$ cat config.mk
export PLATFORM = sky130hd
export DESIGN_NAME = utf32_utf16_byte_decoder_core
export DESIGN_NICKNAME = d
export VERILOG_FILES = /design/src/hw/rtl/u32u16_pkg.sv /design/src/hw/rtl/u32u16_front.sv /design/src/hw/rtl/u32u16_queue.sv /design/src/hw/rtl/u32u16_back.sv /design/src/hw/rtl/utf32_utf16_byte_decoder_core.sv
export SDC_FILE = /design/constraint.sdc
export NUM_CORES = 1
export LEC_CHECK = 0
export ABC_AREA = 1
export BUFFER_PORTS_ARGS = -buffer_cell sky130_fd_sc_hd__buf_2
export CAP_MARGIN = 15
export CORE_MARGIN = 1
export CORE_UTILIZATION = 55
export DETAILED_ROUTE_END_ITERATION = 16
export GPL_TIMING_DRIVEN = 0
export PLACE_DENSITY = 0.86
export RECOVER_POWER = 100
export SLEW_MARGIN = 20
export SYNTH_ARGS = -nofsm -noshare
export SYNTH_HDL_FRONTEND = slang
export SYNTH_HIERARCHICAL = 1
export SYNTH_SLANG_ARGS = --single-unit
$ cat constraint.sdc
create_clock -name clock -period 3.2 [get_ports clock]
set_input_delay 0.32 -clock clock [delete_from_list [all_inputs] [get_ports clock]]
set_output_delay 0.32 -clock clock [all_outputs]
set_load 0.01 [all_outputs]
$ cat src/hw/rtl/u32u16_pkg.sv
`default_nettype none
// ----------------------------------------------------------------------------
// u32u16_pkg
// Types and constants shared by the UTF-32/UTF-16 byte decoder core.
// ----------------------------------------------------------------------------
package u32u16_pkg;

   localparam int CSR_INDEX_W = 2;
   localparam int CSR_DATA_W  = 3;

   localparam logic [CSR_INDEX_W-1:0] CSR_WIDE_MODE  = 2'd0;
   localparam logic [CSR_INDEX_W-1:0] CSR_BIG_ENDIAN = 2'd1;
   localparam logic [CSR_INDEX_W-1:0] CSR_SKIP_BYTES = 2'd2;

   localparam logic [31:0] MAX_CODE_POINT  = 32'h0010_FFFF;
   localparam logic [31:0] BMP_LIMIT       = 32'h0000_FFFF;
   localparam logic [31:0] SURR_FIRST      = 32'h0000_D800;
   localparam logic [31:0] SURR_LAST       = 32'h0000_DFFF;
   localparam logic [20:0] SUPP_BASE       = 21'h01_0000;
   localparam logic [15:0] REPLACEMENT     = 16'hFFFD;
   localparam logic [5:0]  HIGH_SURR_TAG   = 6'b110110;  // 0xD800 >> 10
   localparam logic [5:0]  LOW_SURR_TAG    = 6'b110111;  // 0xDC00 >> 10

   typedef struct packed {
      logic [7:0] data_byte;
      logic       last_byte;
   } req_type;

   typedef struct packed {
      logic [15:0] code_unit;
      logic        unit_valid;
      logic        run_last;
      logic        stream_end;
   } rsp_type;

   // one decoded word (or bare end marker) handed from front to back
   typedef struct packed {
      logic [15:0] unit0;
      logic [9:0]  low_bits;   // low surrogate payload when pair is set
      logic        has_unit;
      logic        pair;
      logic        last;
   } entry_type;

endpackage : u32u16_pkg
`default_nettype wire

$ cat src/hw/rtl/u32u16_front.sv
`default_nettype none
// ----------------------------------------------------------------------------
// u32u16_front
// Config registers, byte skip, word gathering and code point classification.
// ----------------------------------------------------------------------------
module u32u16_front (
   input  wire logic                               clock,
   input  wire logic                               reset,
   input  wire logic                               csr_write_en,
   input  wire logic [u32u16_pkg::CSR_INDEX_W-1:0] csr_index,
   input  wire logic [u32u16_pkg::CSR_DATA_W-1:0]  csr_wdata,
   input  wire logic                               req_push,
   output logic                                    req_full,
   input  wire u32u16_pkg::req_type                req_data,
   input  wire logic                               q_full,
   output logic                                    q_push,
   output u32u16_pkg::entry_type                   q_entry
);
   import u32u16_pkg::*;

   logic        wide_mode_ff, big_endian_ff;
   logic [2:0]  skip_bytes_ff;
   logic [23:0] gathered_ff, gathered_in;
   logic [1:0]  pos_ff, pos_in;
   logic [2:0]  skipped_ff, skipped_in;

   logic        accept;
   logic        skipping;
   logic        complete;
   logic [7:0]  b0, b1, b2, d;
   logic [31:0] cp;
   logic [20:0] supp_offset;
   entry_type   ent;

   assign req_full = q_full;
   assign accept   = req_push && !q_full;
   assign d        = req_data.data_byte;
   assign b0       = gathered_ff[7:0];
   assign b1       = gathered_ff[15:8];
   assign b2       = gathered_ff[23:16];
   assign skipping = skipped_ff < skip_bytes_ff;
   assign complete = !skipping && (pos_ff >= (wide_mode_ff ? 2'd3 : 2'd1));
   assign cp       = big_endian_ff ? {b0, b1, b2, d} : {d, b2, b1, b0};
   assign supp_offset = cp[20:0] - SUPP_BASE;

   always_comb begin
      ent          = '0;
      ent.last     = req_data.last_byte;
      ent.has_unit = complete;
      if (complete) begin
         if (!wide_mode_ff) begin
            ent.unit0 = big_endian_ff ? {b0, d} : {d, b0};
         end else if (cp > MAX_CODE_POINT) begin
            ent.unit0 = REPLACEMENT;
         end else if (cp <= BMP_LIMIT) begin
            if (cp >= SURR_FIRST && cp <= SURR_LAST) begin
               ent.unit0 = REPLACEMENT;
            end else begin
               ent.unit0 = cp[15:0];
            end
         end else begin
            ent.pair     = 1'b1;
            ent.unit0    = {HIGH_SURR_TAG, supp_offset[19:10]};
            ent.low_bits = supp_offset[9:0];
         end
      end
   end

   assign q_entry = ent;
   assign q_push  = accept && (ent.has_unit || ent.last);

   always_comb begin
      gathered_in = gathered_ff;
      pos_in      = pos_ff;
      skipped_in  = skipped_ff;
      if (accept) begin
         if (skipping) begin
            skipped_in = skipped_ff + 3'd1;
         end else if (complete) begin
            gathered_in = '0;
            pos_in      = '0;
         end else begin
            unique case (pos_ff)
               2'd0:    gathered_in[7:0]   = d;
               2'd1:    gathered_in[15:8]  = d;
               default: gathered_in[23:16] = d;
            endcase
            pos_in = pos_ff + 2'd1;
         end
         if (req_data.last_byte) begin
            gathered_in = '0;
            pos_in      = '0;
            skipped_in  = '0;
         end
      end
   end

   always_ff @(posedge clock) begin
      if (reset) begin
         wide_mode_ff  <= 1'b0;
         big_endian_ff <= 1'b0;
         skip_bytes_ff <= '0;
         gathered_ff   <= '0;
         pos_ff        <= '0;
         skipped_ff    <= '0;
      end else begin
         gathered_ff <= gathered_in;
         pos_ff      <= pos_in;
         skipped_ff  <= skipped_in;
         if (csr_write_en) begin
            unique case (csr_index)
               CSR_WIDE_MODE:  wide_mode_ff  <= csr_wdata[0];
               CSR_BIG_ENDIAN: big_endian_ff <= csr_wdata[0];
               CSR_SKIP_BYTES: skip_bytes_ff <= csr_wdata;
               default: ;
            endcase
         end
      end
   end

   a_last_clears: assert property (@(posedge clock) disable iff (reset)
      accept && req_data.last_byte |=> pos_ff == 2'd0 && skipped_ff == 3'd0)
      else $error("stream state not cleared after last beat");

   a_gather_bound: assert property (@(posedge clock) disable iff (reset)
      accept && !skipping && !complete |=> pos_ff != 2'd0 || $past(req_data.last_byte))
      else $error("gather did not advance position");

endmodule : u32u16_front
`default_nettype wire

$ cat src/hw/rtl/u32u16_queue.sv
`default_nettype none
// ----------------------------------------------------------------------------
// u32u16_queue
// Small register queue of decoded entries between front and back.
// ----------------------------------------------------------------------------
module u32u16_queue #(
   parameter int DEPTH = 4
) (
   input  wire logic                  clock,
   input  wire logic                  reset,
   input  wire logic                  push,
   input  wire u32u16_pkg::entry_type push_entry,
   output logic                       full,
   input  wire logic                  pop,
   output u32u16_pkg::entry_type      head,
   output logic                       empty
);
   import u32u16_pkg::*;

   localparam int PTR_W = (DEPTH > 1) ? $clog2(DEPTH) : 1;
   localparam int CNT_W = $clog2(DEPTH + 1);

   entry_type         slot_ff [DEPTH];
   logic [PTR_W-1:0]  wr_ptr_ff, wr_ptr_in, rd_ptr_ff, rd_ptr_in;
   logic [CNT_W-1:0]  count_ff, count_in;

   assign full  = count_ff == CNT_W'(DEPTH);
   assign empty = count_ff == '0;
   assign head  = slot_ff[rd_ptr_ff];

   always_comb begin
      wr_ptr_in = wr_ptr_ff;
      rd_ptr_in = rd_ptr_ff;
      count_in  = count_ff;
      if (push) begin
         wr_ptr_in = (wr_ptr_ff == PTR_W'(DEPTH - 1)) ? '0 : wr_ptr_ff + PTR_W'(1);
      end
      if (pop) begin
         rd_ptr_in = (rd_ptr_ff == PTR_W'(DEPTH - 1)) ? '0 : rd_ptr_ff + PTR_W'(1);
      end
      if (push && !pop) begin
         count_in = count_ff + CNT_W'(1);
      end else if (pop && !push) begin
         count_in = count_ff - CNT_W'(1);
      end
   end

   always_ff @(posedge clock) begin
      if (reset) begin
         wr_ptr_ff <= '0;
         rd_ptr_ff <= '0;
         count_ff  <= '0;
      end else begin
         wr_ptr_ff <= wr_ptr_in;
         rd_ptr_ff <= rd_ptr_in;
         count_ff  <= count_in;
      end
   end

   always_ff @(posedge clock) begin
      if (push) begin
         slot_ff[wr_ptr_ff] <= push_entry;
      end
   end

   a_no_overflow: assert property (@(posedge clock) disable iff (reset)
      push |-> !full)
      else $error("queue push while full");

   a_no_underflow: assert property (@(posedge clock) disable iff (reset)
      pop |-> !empty)
      else $error("queue pop while empty");

endmodule : u32u16_queue
`default_nettype wire

$ cat src/hw/rtl/u32u16_back.sv
`default_nettype none
// ----------------------------------------------------------------------------
// u32u16_back
// Expands queued entries into one or two result beats on the output side.
// ----------------------------------------------------------------------------
module u32u16_back (
   input  wire logic                  clock,
   input  wire logic                  reset,
   input  wire logic                  q_empty,
   input  wire u32u16_pkg::entry_type q_head,
   output logic                       q_pop,
   output logic                       rsp_empty,
   input  wire logic                  rsp_pop,
   output u32u16_pkg::rsp_type        rsp_data
);
   import u32u16_pkg::*;

   entry_type ent_ff;
   logic      valid_ff, valid_in;
   logic      second_ff, second_in;
   logic      take;
   logic      advance;

   assign rsp_empty = !valid_ff;
   assign advance   = rsp_pop && valid_ff && ent_ff.pair && !second_ff;
   assign take      = !valid_ff || (rsp_pop && !advance);
   assign q_pop     = take && !q_empty;

   always_comb begin
      valid_in  = valid_ff;
      second_in = second_ff;
      if (advance) begin
         second_in = 1'b1;
      end else if (take) begin
         valid_in  = !q_empty;
         second_in = 1'b0;
      end
   end

   always_comb begin
      if (second_ff) begin
         rsp_data.code_unit  = {LOW_SURR_TAG, ent_ff.low_bits};
         rsp_data.unit_valid = 1'b1;
         rsp_data.run_last   = 1'b1;
         rsp_data.stream_end = ent_ff.last;
      end else begin
         rsp_data.code_unit  = ent_ff.unit0;
         rsp_data.unit_valid = ent_ff.has_unit;
         rsp_data.run_last   = !ent_ff.pair;
         rsp_data.stream_end = ent_ff.last && !ent_ff.pair;
      end
   end

   always_ff @(posedge clock) begin
      if (reset) begin
         valid_ff  <= 1'b0;
         second_ff <= 1'b0;
      end else begin
         valid_ff  <= valid_in;
         second_ff <= second_in;
      end
   end

   always_ff @(posedge clock) begin
      if (q_pop) begin
         ent_ff <= q_head;
      end
   end

   a_second_of_pair: assert property (@(posedge clock) disable iff (reset)
      second_ff |-> valid_ff && ent_ff.pair)
      else $error("second unit shown without a surrogate pair");

endmodule : u32u16_back
`default_nettype wire

$ cat src/hw/rtl/utf32_utf16_byte_decoder_core.sv
`default_nettype none
// ----------------------------------------------------------------------------
// utf32_utf16_byte_decoder_core
// Byte stream to UTF-16 code unit decoder for UTF-16 and UTF-32 input.
// ----------------------------------------------------------------------------
//  port group | dir | handshake          | beat
//  req_*      | in  | req_push / req_full | one byte + last flag
//  rsp_*      | out | rsp_pop / rsp_empty | one code unit or end marker
//  csr_*      | in  | csr_write_en        | one register write
//
//  One byte is taken per cycle while req_full is low; the front decodes it in that same cycle.
//  A byte yields zero, one or two beats; the back drains one beat per cycle while rsp_pop is high.
//  A word of two surrogate beats holds the back until both beats are popped.
//  The queue (QUEUE_DEPTH entries) absorbs output stalls; req_full rises when it fills.
//  Synchronous active-high reset clears registers and stream state.
// ----------------------------------------------------------------------------
module utf32_utf16_byte_decoder_core #(
   parameter int QUEUE_DEPTH = 4
) (
   input  wire logic                               clock,
   input  wire logic                               reset,
   input  wire logic                               csr_write_en,
   input  wire logic [u32u16_pkg::CSR_INDEX_W-1:0] csr_index,
   input  wire logic [u32u16_pkg::CSR_DATA_W-1:0]  csr_wdata,
   input  wire logic                               req_push,
   output logic                                    req_full,
   input  wire u32u16_pkg::req_type                req_data,
   output logic                                    rsp_empty,
   input  wire logic                               rsp_pop,
   output u32u16_pkg::rsp_type                     rsp_data
);
   import u32u16_pkg::*;

   logic      q_push, q_full, q_pop, q_empty;
   entry_type q_entry, q_head;

   u32u16_front u_front (
      .clock        (clock),
      .reset        (reset),
      .csr_write_en (csr_write_en),
      .csr_index    (csr_index),
      .csr_wdata    (csr_wdata),
      .req_push     (req_push),
      .req_full     (req_full),
      .req_data     (req_data),
      .q_full       (q_full),
      .q_push       (q_push),
      .q_entry      (q_entry)
   );

   u32u16_queue #(
      .DEPTH (QUEUE_DEPTH)
   ) u_queue (
      .clock      (clock),
      .reset      (reset),
      .push       (q_push),
      .push_entry (q_entry),
      .full       (q_full),
      .pop        (q_pop),
      .head       (q_head),
      .empty      (q_empty)
   );

   u32u16_back u_back (
      .clock     (clock),
      .reset     (reset),
      .q_empty   (q_empty),
      .q_head    (q_head),
      .q_pop     (q_pop),
      .rsp_empty (rsp_empty),
      .rsp_pop   (rsp_pop),
      .rsp_data  (rsp_data)
   );

endmodule : utf32_utf16_byte_decoder_core
`default_nettype wire

# Yosys cells after proc, flatten, opt, wreduce, memory -nomap -nowiden

Memories as Yosys holds them, arrays and structs flattened. A register that Yosys moved wholly into a read port is not among the register bits.
Index checks and enable logic that the tools add are counted.

Output and inout port bits: 21
Memories kept: 1
Word-level logic and storage cells: 112
RAM bits: 116
Input bits: 19
Register bits after elaboration: 43

Bitwise gates (word level): 1
Add/subtract/negate cells: 7
Magnitude comparators: 6
Multiplexer cells: 35
Reductions and logical operators: 41
Equality and inequality tests: 8

Memory list:

| name            | words | bits a word | read ports | clocked after Yosys merged registers in | wr ports | line               | RTL |
|---|---|---|---|---|---|---|---|
| u_queue.slot_ff | 4     | 29          | 1          | 1                                       | 1        | u32u16_queue.sv:23 | `entry_type slot_ff [DEPTH];` |

Operators with widths:

| kind                                                                                | number |
|---|---|
| 16-bit 2-to-1 mux                                                                   | 5 |
| 24-bit 2-to-1 mux                                                                   | 3 |
| 32-bit by 16-bit less-or-equal comparator with 1-bit output (second input constant) | 2 |
| 32-bit by 16-bit >= comparator with 1-bit output (second input constant)            | 1 |
| 32-bit by 21-bit > comparator with 1-bit output (second input constant)             | 1 |
| 32-bit 2-to-1 mux                                                                   | 1 |
| 10-bit 2-to-1 mux                                                                   | 3 |
| 26-bit 2-to-1 mux                                                                   | 1 |
| 8-bit 2-to-1 mux                                                                    | 3 |
| 20-bit by 17-bit subtractor with 20-bit output (second input constant)              | 1 |
| 19-bit 2-to-1 mux                                                                   | 1 |
| 1-bit logical AND                                                                   | 12 |
| 2-bit 2-to-1 mux                                                                    | 6 |
| 3-bit 2-to-1 mux                                                                    | 4 |
| 2-bit AND reduction                                                                 | 6 |
| 1-bit logical NOT                                                                   | 9 |
| 3-bit AND reduction                                                                 | 3 |
| 1-bit 2-to-1 mux                                                                    | 8 |
| 2-bit by 1-bit adder with 2-bit output (second input constant)                      | 3 |
| 3-bit by 1-bit adder with 3-bit output (second input constant)                      | 2 |
| 2-bit equality test (second input constant)                                         | 3 |
| 2-bit nonzero test                                                                  | 3 |
| 3-bit nonzero test                                                                  | 2 |
| 2-bit by 1-bit equality test with 1-bit output (second input constant)              | 2 |
| 11 further kinds                                                                    | 13 |

# Logic depth before layout (Yosys ltp)

Gate-level depths: netlist (run 1).

Word-level depth: 10
Gate-level depth with buffers: 18
Depth with buffers taken out: 17

# Cells and area by module

The synthesis (run 1) kept the hierarchy.

Modules (own cells, without submodules):

| module       | cells an instance | area each (µm²) | sequential area each (µm²) | instances |
|---|---|---|---|---|
| u32u16_queue | 340               | 5068.6          | 3663.5                     | 1 |
| u32u16_front | 478               | 2842.7          | 680.7                      | 1 |
| u32u16_back  | 85                | 1186.1          | 910.9                      | 1 |

# Worst setup path before layout (run 1)

OpenSTA, ideal clock, no wires.

Kind: flip-flop to flip-flop
Start point: register u_front.wide_mode_ff
End point: memory u_queue/slot_ff[0][0] (netlist bit) (enable)
Data required time: 2.816 ns
Stages on the path, launching flop included: 12
Data arrival time: 2.630 ns
Library setup time: 0.384 ns
Path buffers: 2
Path slack: 0.187 ns
Clock period less this slack: 3.013 ns
Cell sequence: dfxtp_1 -> clkbuf_1 -> clkinv_1 -> ha_1 -> a21o_1 -> nand2_2 -> nand2_1 -> buf_2 -> inv_1 -> nor2_1 -> nand2_1 -> inv_1

Word-level cells in the longest chain between the ends: 7

Ends and longest elaborated chain:

| item                                   | line                                | RTL |
|---|---|---|
| start: declaration                     | u32u16_front.sv:21                  | `logic wide_mode_ff, big_endian_ff;` |
| start signal: assignment               | u32u16_front.sv:112                 | `CSR_WIDE_MODE: wide_mode_ff <= csr_wdata[0];` |
| 2-bit 2-to-1 mux                       | u32u16_front.sv:42                  | `assign complete = !skipping && (pos_ff >= (wide_mode_ff ? 2'd3 : 2'd1));` |
| 2-bit >= comparator                    | u32u16_front.sv:42                  |  |
| 1-bit logical AND                      | u32u16_front.sv:42                  |  |
| 1-bit logical OR                       | u32u16_front.sv:70                  | `assign q_push = accept && (ent.has_unit \|\| ent.last);` |
| 1-bit logical AND                      | u32u16_front.sv:70                  |  |
| named net q_push                       | utf32_utf16_byte_decoder_core.sv:34 | `logic q_push, q_full, q_pop, q_empty;` |
| 1-bit 2-to-1 mux                       | u32u16_queue.sv:61                  | `if (push) begin` |
| 1-bit 2-to-1 mux (not written as such) | u32u16_queue.sv:62                  | `slot_ff[wr_ptr_ff] <= push_entry;` |
| end: declaration                       | u32u16_queue.sv:23                  |  |

The timed path passes the listed nets, and every way through them passes these cells.

# Worst setup path after layout (run 1)

Start point: register u_front.wide_mode_ff
End point: register u_queue.count_ff[1]

Elaborated cells between the ends (all ways): 10
Classes of those cells: 1 x order compare; 2 x mux; 7 x reduce/logical

RTL lines:

| item                          | line                                | RTL |
|---|---|---|
| 2-bit 2-to-1 mux              | u32u16_front.sv:42                  |  |
| 2-bit >= comparator           | u32u16_front.sv:42                  |  |
| 1-bit logical AND             | u32u16_front.sv:42                  |  |
| 1-bit logical OR              | u32u16_front.sv:70                  |  |
| 1-bit logical AND             | u32u16_front.sv:70                  |  |
| named net q_push              | utf32_utf16_byte_decoder_core.sv:34 |  |
| 1-bit logical AND             | u32u16_queue.sv:41                  | `if (push && !pop) begin` |
| 3-bit 2-to-1 mux              | u32u16_queue.sv:41                  |  |
| named net u_queue.count_in[1] | u32u16_queue.sv:25                  | `logic [CNT_W-1:0] count_ff, count_in;` |
| end signal: assignment        | u32u16_queue.sv:56                  | `count_ff <= count_in;` |
| end: declaration              | u32u16_queue.sv:25                  |  |

The timed path passes the listed nets, and every way through them passes these cells.
A chain may end at the register's enable or synchronous reset.

==> metrics.md, run 1 <==
| Metric | Value |
|---|---|
| Status | `completed` |
| Ant. Diodes | `0` |
| Power Dens Cells | `751.3 mW/mm2` |
| Clock sink count | `190` |
| Post-synth EDFFs | `145` |
| DR DRC count | `0` |
| Core area | `0.01600 mm2` |
| Hold Vio Cnt, Final | `0` |
| Flop pwr share | `44.5%` |
| Post-synth top flop | `edfxtp_1` |
| CP max stage delay | `430 ps` |
| Rows | `46` |
| Fin nets | `994` |
| DR iter-0 viols | `572` |
| Synth-to-Final Area Change | `10.07%` |
| Clock Skews | `10.28 ps` |
| GRT Total Usage | `24.78%` |
| Worst-path clk slew | `70 ps` |
| Worst path bufs/invs | `4` |
| Crit path launch | `u_front/wide_mode_ff$_SDFFE_PP0P_` |
| Leakage | `3.695 nW` |
| Final Setup Violations | `0` |
| F_max | `0.3377 GHz` |
| Worst Hold Endpoint | `u_front/skip_bytes_ff[0]$_SDFFE_PP0P_` |
| Antenna violations before repair | `0` |
| Tmin final | `2961 ps` |
| Final Non-Filler Cells | `1189` |
| Post-detailed-route count of antenna-violating nets | `0` |
| Reg2reg setup slack | `240 ps` |
| Hold_buf cts | `0` |
| Asr flop ratio synth | `0%` |
| Req. time, crit path | `3500 ps` |
| Final hold slack | `152.4 ps` |
| Post-Syn Instances | `903` |
| DRT Wirelength | `19600 um` |
| Clock share of power | `28.1%` |
| Worst-Skew Late Latency | `430 ps` |
| Worst setup SP type | `register` |
| Die area | `0.01706 mm2` |
| Bufs on Longest Clock Path | `2` |
| Worst setup EP type | `register` |
| Seq/Total Area, Yosys | `57.76%` |
| Reg-to-Reg Start | `u_front/wide_mode_ff$_SDFFE_PP0P_` |
| Fin crit share | `92.53%` |
| CP arrival | `3260 ps` |
| Distinct cells, synth | `43` |
| Pre-antenna DRT Iters | `5` |
| # port buffers | `39` |
| Overflow after GRT | `0` |
| Placed insts | `1159` |
| Number of global-route vias before repair | `6126` |
| Cells on Worst Hold Path | `3` |
| Syn_nets | `936` |
| RSZ-0062 raised after global routing | `no` |
| Max-slew headroom | `13.17%` |
| H-Tree Depth | `4` |
| Critical path class | `reg2reg` |
| Via density | `5.477` |
| Total CTS buffers | `17` |
| Top delay family on crit path | `adder cells` |
| Dpl hpwl | `13410 um` |
| Peak VDD IR | `0.4163 mV` |
| FF-to-FF path depth | `13` |
| Number of I/O pins | `40` |
| WL/cell | `16.48 um` |
| Commonest non-fill, non-tap cell in the layout | `nand2_1` |
| Clk Tree Root Cell | `clkbuf_16` |
| Count of pins over their slew limit | `0` |
| Slowest CP cell | `dfxtp_4` |
| Fraction of power spent switching nets | `32.50%` |
| Worst hold-check path type | `in2reg` |
| Share of cells above drive strength 1 | `17.06%` |
| Cell Area, Synth | `0.009097 mm2` |
| DIE HEIGHT | `130.6 um` |
| DR vias | `6512` |
| Worst Min Path Start | `csr_wdata[0]` |
| CTS tree | `yes` |
| Maxcap violations | `0` |
| Most frequent cells in the layout | `nand2_1 (156), edfxtp_1 (145), nor2_1 (127), o21ai_0 (117), inv_1 (72)` |
| Global-route wire length before repair | `31220 um` |
| Max Fanout on Critical Path | `12` |
| P_sw | `0.002445 W` |
| Die Width | `130.6 um` |
| Worst-margin pin slew | `1302 ps` |
| Yosys reg bits | `190` |
| Logic gate share of total power | `27.4%` |
| YS warnings | `6` |
| Largest net degree at the start of global routing | `30` |
| Int Power | `0.005078 W` |
| Worst r2r dst | `u_queue/count_ff[1]$_SDFFE_PP0P_` |
| RD Place Congestion | `0.9366` |
| Crit-path cells | `clkinv_2 -> ha_1 -> a21o_1 -> nand2_2 -> nand2_1 -> clkbuf_4 -> inv_1 -> nor2_4 -> ha_1 -> inv_1 -> fa_1 -> o21ai_1 -> nor2_1` |
| Avg Synthesized Cell Area | `10.07 um2` |
| Initial Util | `56.86%` |
## worst min-delay path: stages
cell    delay (ps)
buf_2          100
nor2_1          40
nor2_1          90
## registers in the layout, summed over array words and instances (netlist names), named ones only
register               count
u_front/pos_ff             2
u_back/ent_ff             29
u_queue/rd_ptr_ff          2
u_queue/slot_ff          116
u_queue/wr_ptr_ff          2
u_front/skipped_ff         3
u_back/valid_ff            1
u_front/big_endian_ff      1
u_front/gathered_ff       24
u_back/second_ff           1
u_queue/count_ff           3
u_front/skip_bytes_ff      3
u_front/wide_mode_ff       1
## power groups by stage
stage                     registers (W)  clock network, W  logic (W)
after floorplan                 0.00335                 0    0.00151
after global placement          0.00339                 0    0.00203
after detailed placement        0.00340                 0    0.00217
after CTS                       0.00335           0.00214    0.00219
after global routing            0.00339           0.00224    0.00231
final                           0.00335           0.00211    0.00206
## routing by layer
metal  global-route usage (%)  vias to the layer above  wire length (um)
met5                        0                        -                 0
met4                    9.601                        0               429
met3                    4.112                       33              1237
met2                    42.48                      249              9635
met1                    31.52                     3072              8297
li1                         -                     3158                 -
## cell families after synthesis
logic type | Yosys count | share of synthesized area [%]
flops | 190 | 57.76
simple gates | 369 | 19.60
compound gates | 199 | 13.16
buf+inv | 128 | 7.179
fa+ha+maj | 14 | 2.008
xor+xnor | 3 | 0.2889
## per-stage QoR
stage | util, % | setup slack [ps] | TNS, ps | total power (W) | instance area [um2]
3_3_place_gp | 59.77 | -828.8 | -94160 | 0.005414 | 9563
6_report | 62.58 | 239.2 | 0 | 0.007523 | 10010
2_1_floorplan | - | 186.8 | 0 | 0.004860 | 9097
3_5_place_dp | 59.99 | -559.5 | -60300 | 0.005564 | 9598
4_1_cts | 63.69 | 93.19 | 0 | 0.007670 | 10190
5_1_grt | 62.58 | 37.79 | 0 | 0.007928 | 10010
## timing repair
| action | CTS | global route |
|---|---|---|
| hold endpoints to repair | 0 | 0 |
| gates resized for setup | 3 | 3 |
| cloned | 0 | 0 |
| endpoints found under the setup margin | 119 | 118 |
| buffers inserted | 0 | 0 |
## cells in the mapped netlist, types with 10 or more instances
| cell | number | area share (%) |
|---|---|---|
| inv_1 | 72 | 3.0 |
| nor2_1 | 115 | 4.7 |
| nor2_4 | 27 | 3.3 |
| o21ai_0 | 111 | 6.1 |
| buf_6 | 12 | 1.5 |
| nand2_1 | 153 | 6.3 |
| buf_2 | 16 | 0.88 |
| nand2_2 | 11 | 0.76 |
| o21ai_1 | 16 | 0.88 |
| dfxtp_1 | 45 | 9.9 |
| or2_2 | 10 | 0.69 |
| nand3_1 | 10 | 0.55 |
| nor2_2 | 22 | 1.5 |
| a21oi_1 | 31 | 1.7 |
| o22ai_2 | 20 | 2.8 |
| edfxtp_1 | 145 | 48 |
| ha_1 | 13 | 1.8 |
## worst max-delay path by stage
stage / endpoint / slack [ps] / depth (start not counted)
6_report: u_queue/count_ff[1]$_SDFFE_PP0P_ / 240 / 13
5_1_grt: u_queue/slot_ff[0][10]$_DFFE_PP_ / 40 / 12
4_1_cts: u_queue/count_ff[1]$_SDFFE_PP0P_ / 90 / 13
3_5_place_dp: u_queue/count_ff[2]$_SDFFE_PP0P_ / -560 / 18
3_3_place_gp: u_queue/slot_ff[3][25]$_DFFE_PP_ / -830 / 11
2_1_floorplan: u_queue/slot_ff[0][0]$_DFFE_PP_ / 190 / 11
## area by class of cell
cell class | count | area (um2)
Buffer | 43 | 277.8
Clock buffer | 17 | 425.4
Clock inverter | 14 | 166.4
Fill cell | 1319 | 5987
Inverter | 84 | 324.1
Multi-Input combinational cell | 585 | 3118
Sequential cell | 190 | 5259
Tap cell | 216 | 270.3
Timing Repair Buffer | 40 | 172.7
Note: power is estimated with default switching activity, not from simulation.
==> run 2: changes to the inputs <==
- RECOVER_POWER: 100 -> not set
- SETUP_SLACK_MARGIN: not set -> 0.5
- TNS_END_PERCENT: not set -> 20
==> metrics.md, run 2 (synthesis results as in run 1) <==
| Metric | Value |
|---|---|
| Critical path class | `reg2reg` |
| Crit-path cells | `clkbuf_8 -> clkinv_4 -> ha_1 -> a21o_1 -> nand2_4 -> nand2_4 -> buf_8 -> inv_1 -> nor2_4 -> ha_4 -> inv_1 -> fa_2 -> o21ai_1 -> nor2_1` |
| Worst setup SP type | `register` |
| DR DRC count | `0 (unchanged)` |
| GRT Total Usage | `26.10% (+1.3 points)` |
| Core area | `0.01600 mm2 (unchanged)` |
| Count of pins over their slew limit | `0 (unchanged)` |
| Worst-Skew Late Latency | `440 ps (about the same)` |
| Post-detailed-route count of antenna-violating nets | `0 (unchanged)` |
| Final Setup Violations | `0 (unchanged)` |
| F_max | `0.3703 GHz (+9.6%)` |
| RSZ-0062 raised after global routing | `yes` |
| CTS tree | `yes` |
| Total CTS buffers | `17 (unchanged)` |
| H-Tree Depth | `4 (unchanged)` |
| Layout Utilization | `64.80% (+2.2 points)` |
| DRT Wirelength | `20600 um (+5.1%)` |
| Rows | `46 (unchanged)` |
| RD Place Congestion | `0.9577 (+2.3%)` |
| Reg2reg setup slack | `500 ps (+260 ps)` |
| Largest net degree at the start of global routing | `26 (-13%)` |
| DR iter-0 viols | `731 (+28%)` |
| Pre-antenna DRT Iters | `5 (unchanged)` |
| Die Width | `130.6 um (unchanged)` |
| Most frequent cells in the layout | `nand2_1 (152), edfxtp_1 (145), nor2_1 (114), o21ai_0 (111), inv_1 (68)` |
| Power Dens Cells | `732.6 mW/mm2 (-2.5%)` |
| Clock sink count | `190 (unchanged)` |
| Number of global-route vias before repair | `6423 (+4.8%)` |
| Worst setup EP type | `register` |
| Via density | `5.514 (+0.68%)` |
| Max Fanout on Critical Path | `10 (-2)` |
| Bufs on Longest Clock Path | `2 (unchanged)` |
| Ant. Diodes | `0 (unchanged)` |
| Dpl hpwl | `13500 um (+0.65%)` |
| Largest regs | `u_queue/slot_ff x116, u_back/ent_ff x29, u_front/gathered_ff x24` |
| Clk Tree Root Cell | `clkbuf_16` |
| Hold Vio Cnt, Final | `0 (unchanged)` |
| Top delay family on crit path | `adder cells` |
| Worst hold-check path type | `in2reg` |
| WL/cell | `17.13 um (+3.9%)` |
| Req. time, crit path | `3520 ps (+20 ps)` |
| CP arrival | `3020 ps (-240 ps)` |
| DIE HEIGHT | `130.6 um (unchanged)` |
| Leakage | `3.821 nW (+3.4%)` |
| Largest register FFs | `116 (unchanged)` |
| Global-route wire length before repair | `32780 um (+5.0%)` |
| Top reg by flops | `u_queue/slot_ff` |
| Fin crit share | `84.39% (-8.1 points)` |
| PnR Total Power | `0.007596 W (+0.96%)` |
| Area after DPL | `0.009618 mm2 (+0.21%)` |
| Slowest CP cell | `fa_2` |
| Clock Skews | `7.660 ps (-2.625 ps)` |
| Final Cell Area | `0.01037 mm2 (+3.5%)` |
| Final hold slack | `141.8 ps (-10.60 ps)` |
| Number of I/O pins | `40 (unchanged)` |
| Max-slew headroom | `56.37% (+43 points)` |
| Initial Util | `56.86% (unchanged)` |
| Overflow after GRT | `0 (unchanged)` |
| Tmin final | `2701 ps (-260.3 ps)` |
| CP max stage delay | `460 ps (+30 ps)` |
| Status | `completed` |
| Worst-margin pin slew | `647.6 ps (-654.9 ps)` |
| Fin nets | `1006 (+1.2%)` |
| Commonest non-fill, non-tap cell in the layout | `nand2_1` |
| Share of cells above drive strength 1 | `24.65% (+7.6 points)` |
| # port buffers | `39 (unchanged)` |
| Maxcap violations | `0 (unchanged)` |
| Worst path bufs/invs | `5 (+1)` |
| Worst-path clk slew | `70 ps (about the same)` |
| Antenna violations before repair | `0 (unchanged)` |
| Setup TNS | `0 ps (unchanged)` |
| DR vias | `6628 (+1.8%)` |
| Peak VDD IR | `0.4261 mV (+2.4%)` |
| Die area | `0.01706 mm2 (unchanged)` |
| Synth-to-Final Area Change | `13.96%` |
-- run 2: cell count changes in the layout (fill, tap and decap cells not counted), sizes merged --
cell      change
clkinv        -3
inv           -2
clkinvlp     +13
bufinv        -3
clkbuf       -35
buf          +43
-- run 2: what timing repair did --
action,in CTS,in global routing
gates resized for setup,14,4
buffers inserted,5,2
setup endpoints to repair,123,82
pin swaps,1,2
gates cloned,4,0
hold buffers,0,0
-- run 2: area by class of cell --
cell class | count | area, um2
tap | 216 | 270.3
timing repair inverter | 4 | 30.03
timing repair buffer | 47 | 325.3
fill | 1248 | 5633
clock buffer | 17 | 425.4
buffer | 44 | 350.3
multi-input combinational | 585 | 3232
clock inverter | 15 | 135.1
sequential | 190 | 5256
inverter | 84 | 342.8
-- run 2: routing by layer --
layer  GRT usage, %  vias up  wire length, um
li1               -     3177                -
met1          32.21     3112             8471
met2          44.54      283            10140
met3          5.212       56             1317
met4          11.56        0              670
met5              0        -                0
-- run 2: where the power goes --
part	total, W	internal, W	switching [W]	leakage (nW)
logic	0.00228	0.000821	0.00146	1.96
clock network	0.00196	0.00102	0.000945	0.258
registers	0.00335	0.00317	0.000175	1.61
-- run 2: final timing paths --
| kind | start | end | cells after the start |
|---|---|---|---|
| hold / removal | csr_wdata[0] | u_front/skip_bytes_ff[0]$_SDFFE_PP0P_ | 3 |
| setup reg to reg | u_front/wide_mode_ff$_SDFFE_PP0P_ | u_queue/count_ff[1]$_SDFFE_PP0P_ | 14 |
| hold reg to reg | u_front/skip_bytes_ff[2]$_SDFFE_PP0P_ | u_front/skip_bytes_ff[2]$_SDFFE_PP0P_ | 2 |
| setup / recovery | u_front/wide_mode_ff$_SDFFE_PP0P_ | u_queue/count_ff[1]$_SDFFE_PP0P_ | 14 |
-- run 2: per-stage QoR --
stage | instances | worst slack [ps]
after global placement | 1158 | -126.5
final | 1202 | 499.4
after floorplan | 903 | 447.2
after CTS | 1200 | 523.5
after global routing | 1202 | 347.0
after detailed placement | 1159 | -69.47
-- run 2: worst min-delay path, delay by kind of cell --
| kind | cells | cell delay [ps] |
|---|---|---|
| buffers and inverters | 1 | 100 |
| and+or+nand+nor | 2 | 120 |
==> run 3: changes to the inputs <==
- clock period: 3.2 -> 2.3 ns (I/O delays scaled with it)
==> metrics.md, run 3 (synthesis results as in run 1) <==
| Metric | Value |
|---|---|
| Status | `finished, violations left` |
| Failing checks | `negative setup slack` |
| Most frequent cells in the layout | `edfxtp_1 (145), nand2_1 (133), o21ai_0 (98), nor2_1 (92), inv_1 (59)` |
| Final Cell Area | `0.01119 mm2 (+7.9%)` |
| Pre-antenna DRT Iters | `6 (+1)` |
| Count of pins over their slew limit | `0 (unchanged)` |
| Share of cells above drive strength 1 | `34.77% (+10 points)` |
| Met3 Use GR | `6.515% (+1.3 points)` |
| Overflow after GRT | `0 (unchanged)` |
| Antenna violations before repair | `0 (unchanged)` |
| Critical path class | `reg2reg` |
| # port buffers | `39 (unchanged)` |
| H-Tree Depth | `4 (unchanged)` |
| Synth-to-Final Area Change | `22.97%` |
| RD Place Congestion | `0.9777 (+2.1%)` |
| Final Setup Violations | `18 (+18)` |
| CP arrival | `2750 ps (-270 ps)` |
| Worst-path clk slew | `70 ps (about the same)` |
| Rows | `46 (unchanged)` |
| Worst r2r dst | `u_queue/count_ff[2]$_SDFFE_PP0P_` |
| Power Dens Cells | `1005 mW/mm2 (+37%)` |
| Clock sink count | `190 (unchanged)` |
| Worst Min Path Start | `csr_wdata[1]` |
| Number of global-route vias before repair | `6564 (+2.2%)` |
| Worst-margin pin slew | `889.9 ps (+242.3 ps)` |
| Final hold slack | `74.73 ps (-67.05 ps)` |
| Fin crit share | `104.3% (+20 points)` |
| Clock Skews | `10.68 ps (+3.016 ps)` |
| Req. time, crit path | `2650 ps (-870 ps)` |
| Top reg by flops | `u_queue/slot_ff` |
| Worst setup EP type | `register` |
| CTS tree | `yes` |
| Ant. Diodes | `0 (unchanged)` |
| Reg-to-Reg Start | `u_front/wide_mode_ff$_SDFFE_PP0P_` |
| Die Width | `130.6 um (unchanged)` |
| DR vias | `7428 (+12%)` |
| Number of I/O pins | `40 (unchanged)` |
| GRT Total Usage | `28.17% (+2.1 points)` |
| RSZ-0062 raised after global routing | `yes` |
| Fin nets | `1038 (+3.2%)` |
| Worst hold-check path type | `in2reg` |
| Worst-Skew Late Latency | `450 ps (about the same)` |
| Worst setup SP type | `register` |
| Dpl hpwl | `13460 um (-0.25%)` |
| Largest net degree at the start of global routing | `17 (-35%)` |
| Total CTS buffers | `17 (unchanged)` |
| DR iter-0 viols | `812 (+11%)` |
| DR DRC count | `0 (unchanged)` |
| F_max | `0.4170 GHz (+13%)` |
| Area after DPL | `0.009656 mm2 (+0.39%)` |
| Via density | `6.019 (+9.2%)` |
| Setup WS post-layout | `-98.29 ps (-597.7 ps)` |
| DIE HEIGHT | `130.6 um (unchanged)` |
| PnR Total Power | `0.01124 W (+48%)` |
| Core area | `0.01600 mm2 (unchanged)` |
| Global-route wire length before repair | `34970 um (+6.7%)` |
| Hold Vio Cnt, Final | `0 (unchanged)` |
| Post-detailed-route count of antenna-violating nets | `0 (unchanged)` |
| Clk Tree Root Cell | `clkbuf_16` |
| Worst Hold Endpoint | `u_front/skip_bytes_ff[1]$_SDFFE_PP0P_` |
| Commonest non-fill, non-tap cell in the layout | `edfxtp_1` |
| Initial Util | `56.86% (unchanged)` |
| Peak VDD IR | `0.6689 mV (+57%)` |
| Tmin final | `2398 ps (-302.3 ps)` |
| Leakage | `4.087 nW (+7.0%)` |
| Cells on Worst Hold Path | `3 (unchanged)` |
| Max-slew headroom | `40.05% (-16 points)` |
| Largest register FFs | `116 (unchanged)` |
| FF-to-FF path depth | `18 (+4)` |
| Die area | `0.01706 mm2 (unchanged)` |
| GRT met1 Usage | `34.11% (+1.9 points)` |
| Bufs on Longest Clock Path | `2 (unchanged)` |
| Final Non-Filler Cells | `1234 (+2.7%)` |
| Reg2reg setup slack | `-100 ps (-600 ps)` |
| Met2 usage | `47.99% (+3.5 points)` |
| WL/cell | `21.11 um (+23%)` |
| Max Fanout on Critical Path | `3 (-7)` |
| Placed insts | `1158 (-0.086%)` |
| Largest regs | `u_queue/slot_ff x116, u_back/ent_ff x29, u_front/gathered_ff x24` |
| DRT Wirelength | `26050 um (+26%)` |
| Maxcap violations | `0 (unchanged)` |
| Most crowded layer after global routing | `met2` |
[run 3: layout make-up]
class	instances	area, um2
sequential	190	5260
fill	1079	4813
multi-input combinational	586	3716
timing repair buffer	78	583.1
clock buffer	18	429.2
buffer	44	381.6
inverter	84	372.9
tap	216	270.3
clock inverter	14	143.9
timing repair inverter	4	30.03
[run 3: worst max-delay path by stage]
stage	start	to	slack, ps	cells after the start
floorplan	u_front/wide_mode_ff$_SDFFE_PP0P_	u_queue/count_ff[2]$_SDFFE_PP0P_	-30	18
global placement	u_front/wide_mode_ff$_SDFFE_PP0P_	u_queue/slot_ff[0][23]$_DFFE_PP_	-510	11
detailed placement	u_front/wide_mode_ff$_SDFFE_PP0P_	u_queue/slot_ff[3][18]$_DFFE_PP_	-520	11
CTS	u_front/wide_mode_ff$_SDFFE_PP0P_	u_queue/count_ff[2]$_SDFFE_PP0P_	60	17
global route	u_front/wide_mode_ff$_SDFFE_PP0P_	u_queue/count_ff[2]$_SDFFE_PP0P_	-180	17
finish	u_front/wide_mode_ff$_SDFFE_PP0P_	u_queue/count_ff[2]$_SDFFE_PP0P_	-100	18
[run 3: per-stage QoR]
stage | TNS (ps) | util [%] | worst slack (ps)
after global placement | -59700 | 60.35 | -506.5
final | -793.7 | 69.92 | -98.29
after global routing | -2970 | 69.92 | -178.8
after floorplan | -25.35 | - | -25.35
after detailed placement | -64690 | 60.35 | -518.8
after CTS | 0 | 66.14 | 59.97
[run 3: timing repair]
item / CTS / global route
hold buffers: 0 / 0
pin swaps: 5 / 50
hold endpoints to repair: 0 / 0
endpoints found under the setup margin: 292 / 274
gates resized for setup: 28 / 140
buffers inserted: 25 / 13
cloned: 5 / 1
[run 3: layer usage]
metal / vias to the layer above / part of all wire, % / routed length [um]
li1: 3257 / - / -
met1: 3478 / 36 / 9348
met2: 534 / 48 / 12620
met3: 159 / 9.5 / 2475
met4: 0 / 6.2 / 1608
met5: - / 0 / 0
[run 3: critical path, cell delays in order (launching register included)]
cell	delay [ps]
dfxtp_4	380
clkbuf_16	140
clkinv_8	40
ha_4	250
a21o_1	150
nand2_4	70
nand2_4	70
buf_8	100
inv_6	30
nor2_4	130
ha_4	170
inv_4	40
fa_2	360
inv_2	70
nand2_2	60
nand3_2	60
nand2_1	60
inv_1	70
nor2_1	40
[run 3: power breakdown]
part	internal, W	leakage (nW)	total, W	switching, W
clock	0.00160	0.272	0.00289	0.00130
sequential	0.00442	1.61	0.00470	0.000284
combinational	0.00127	2.21	0.00364	0.00237
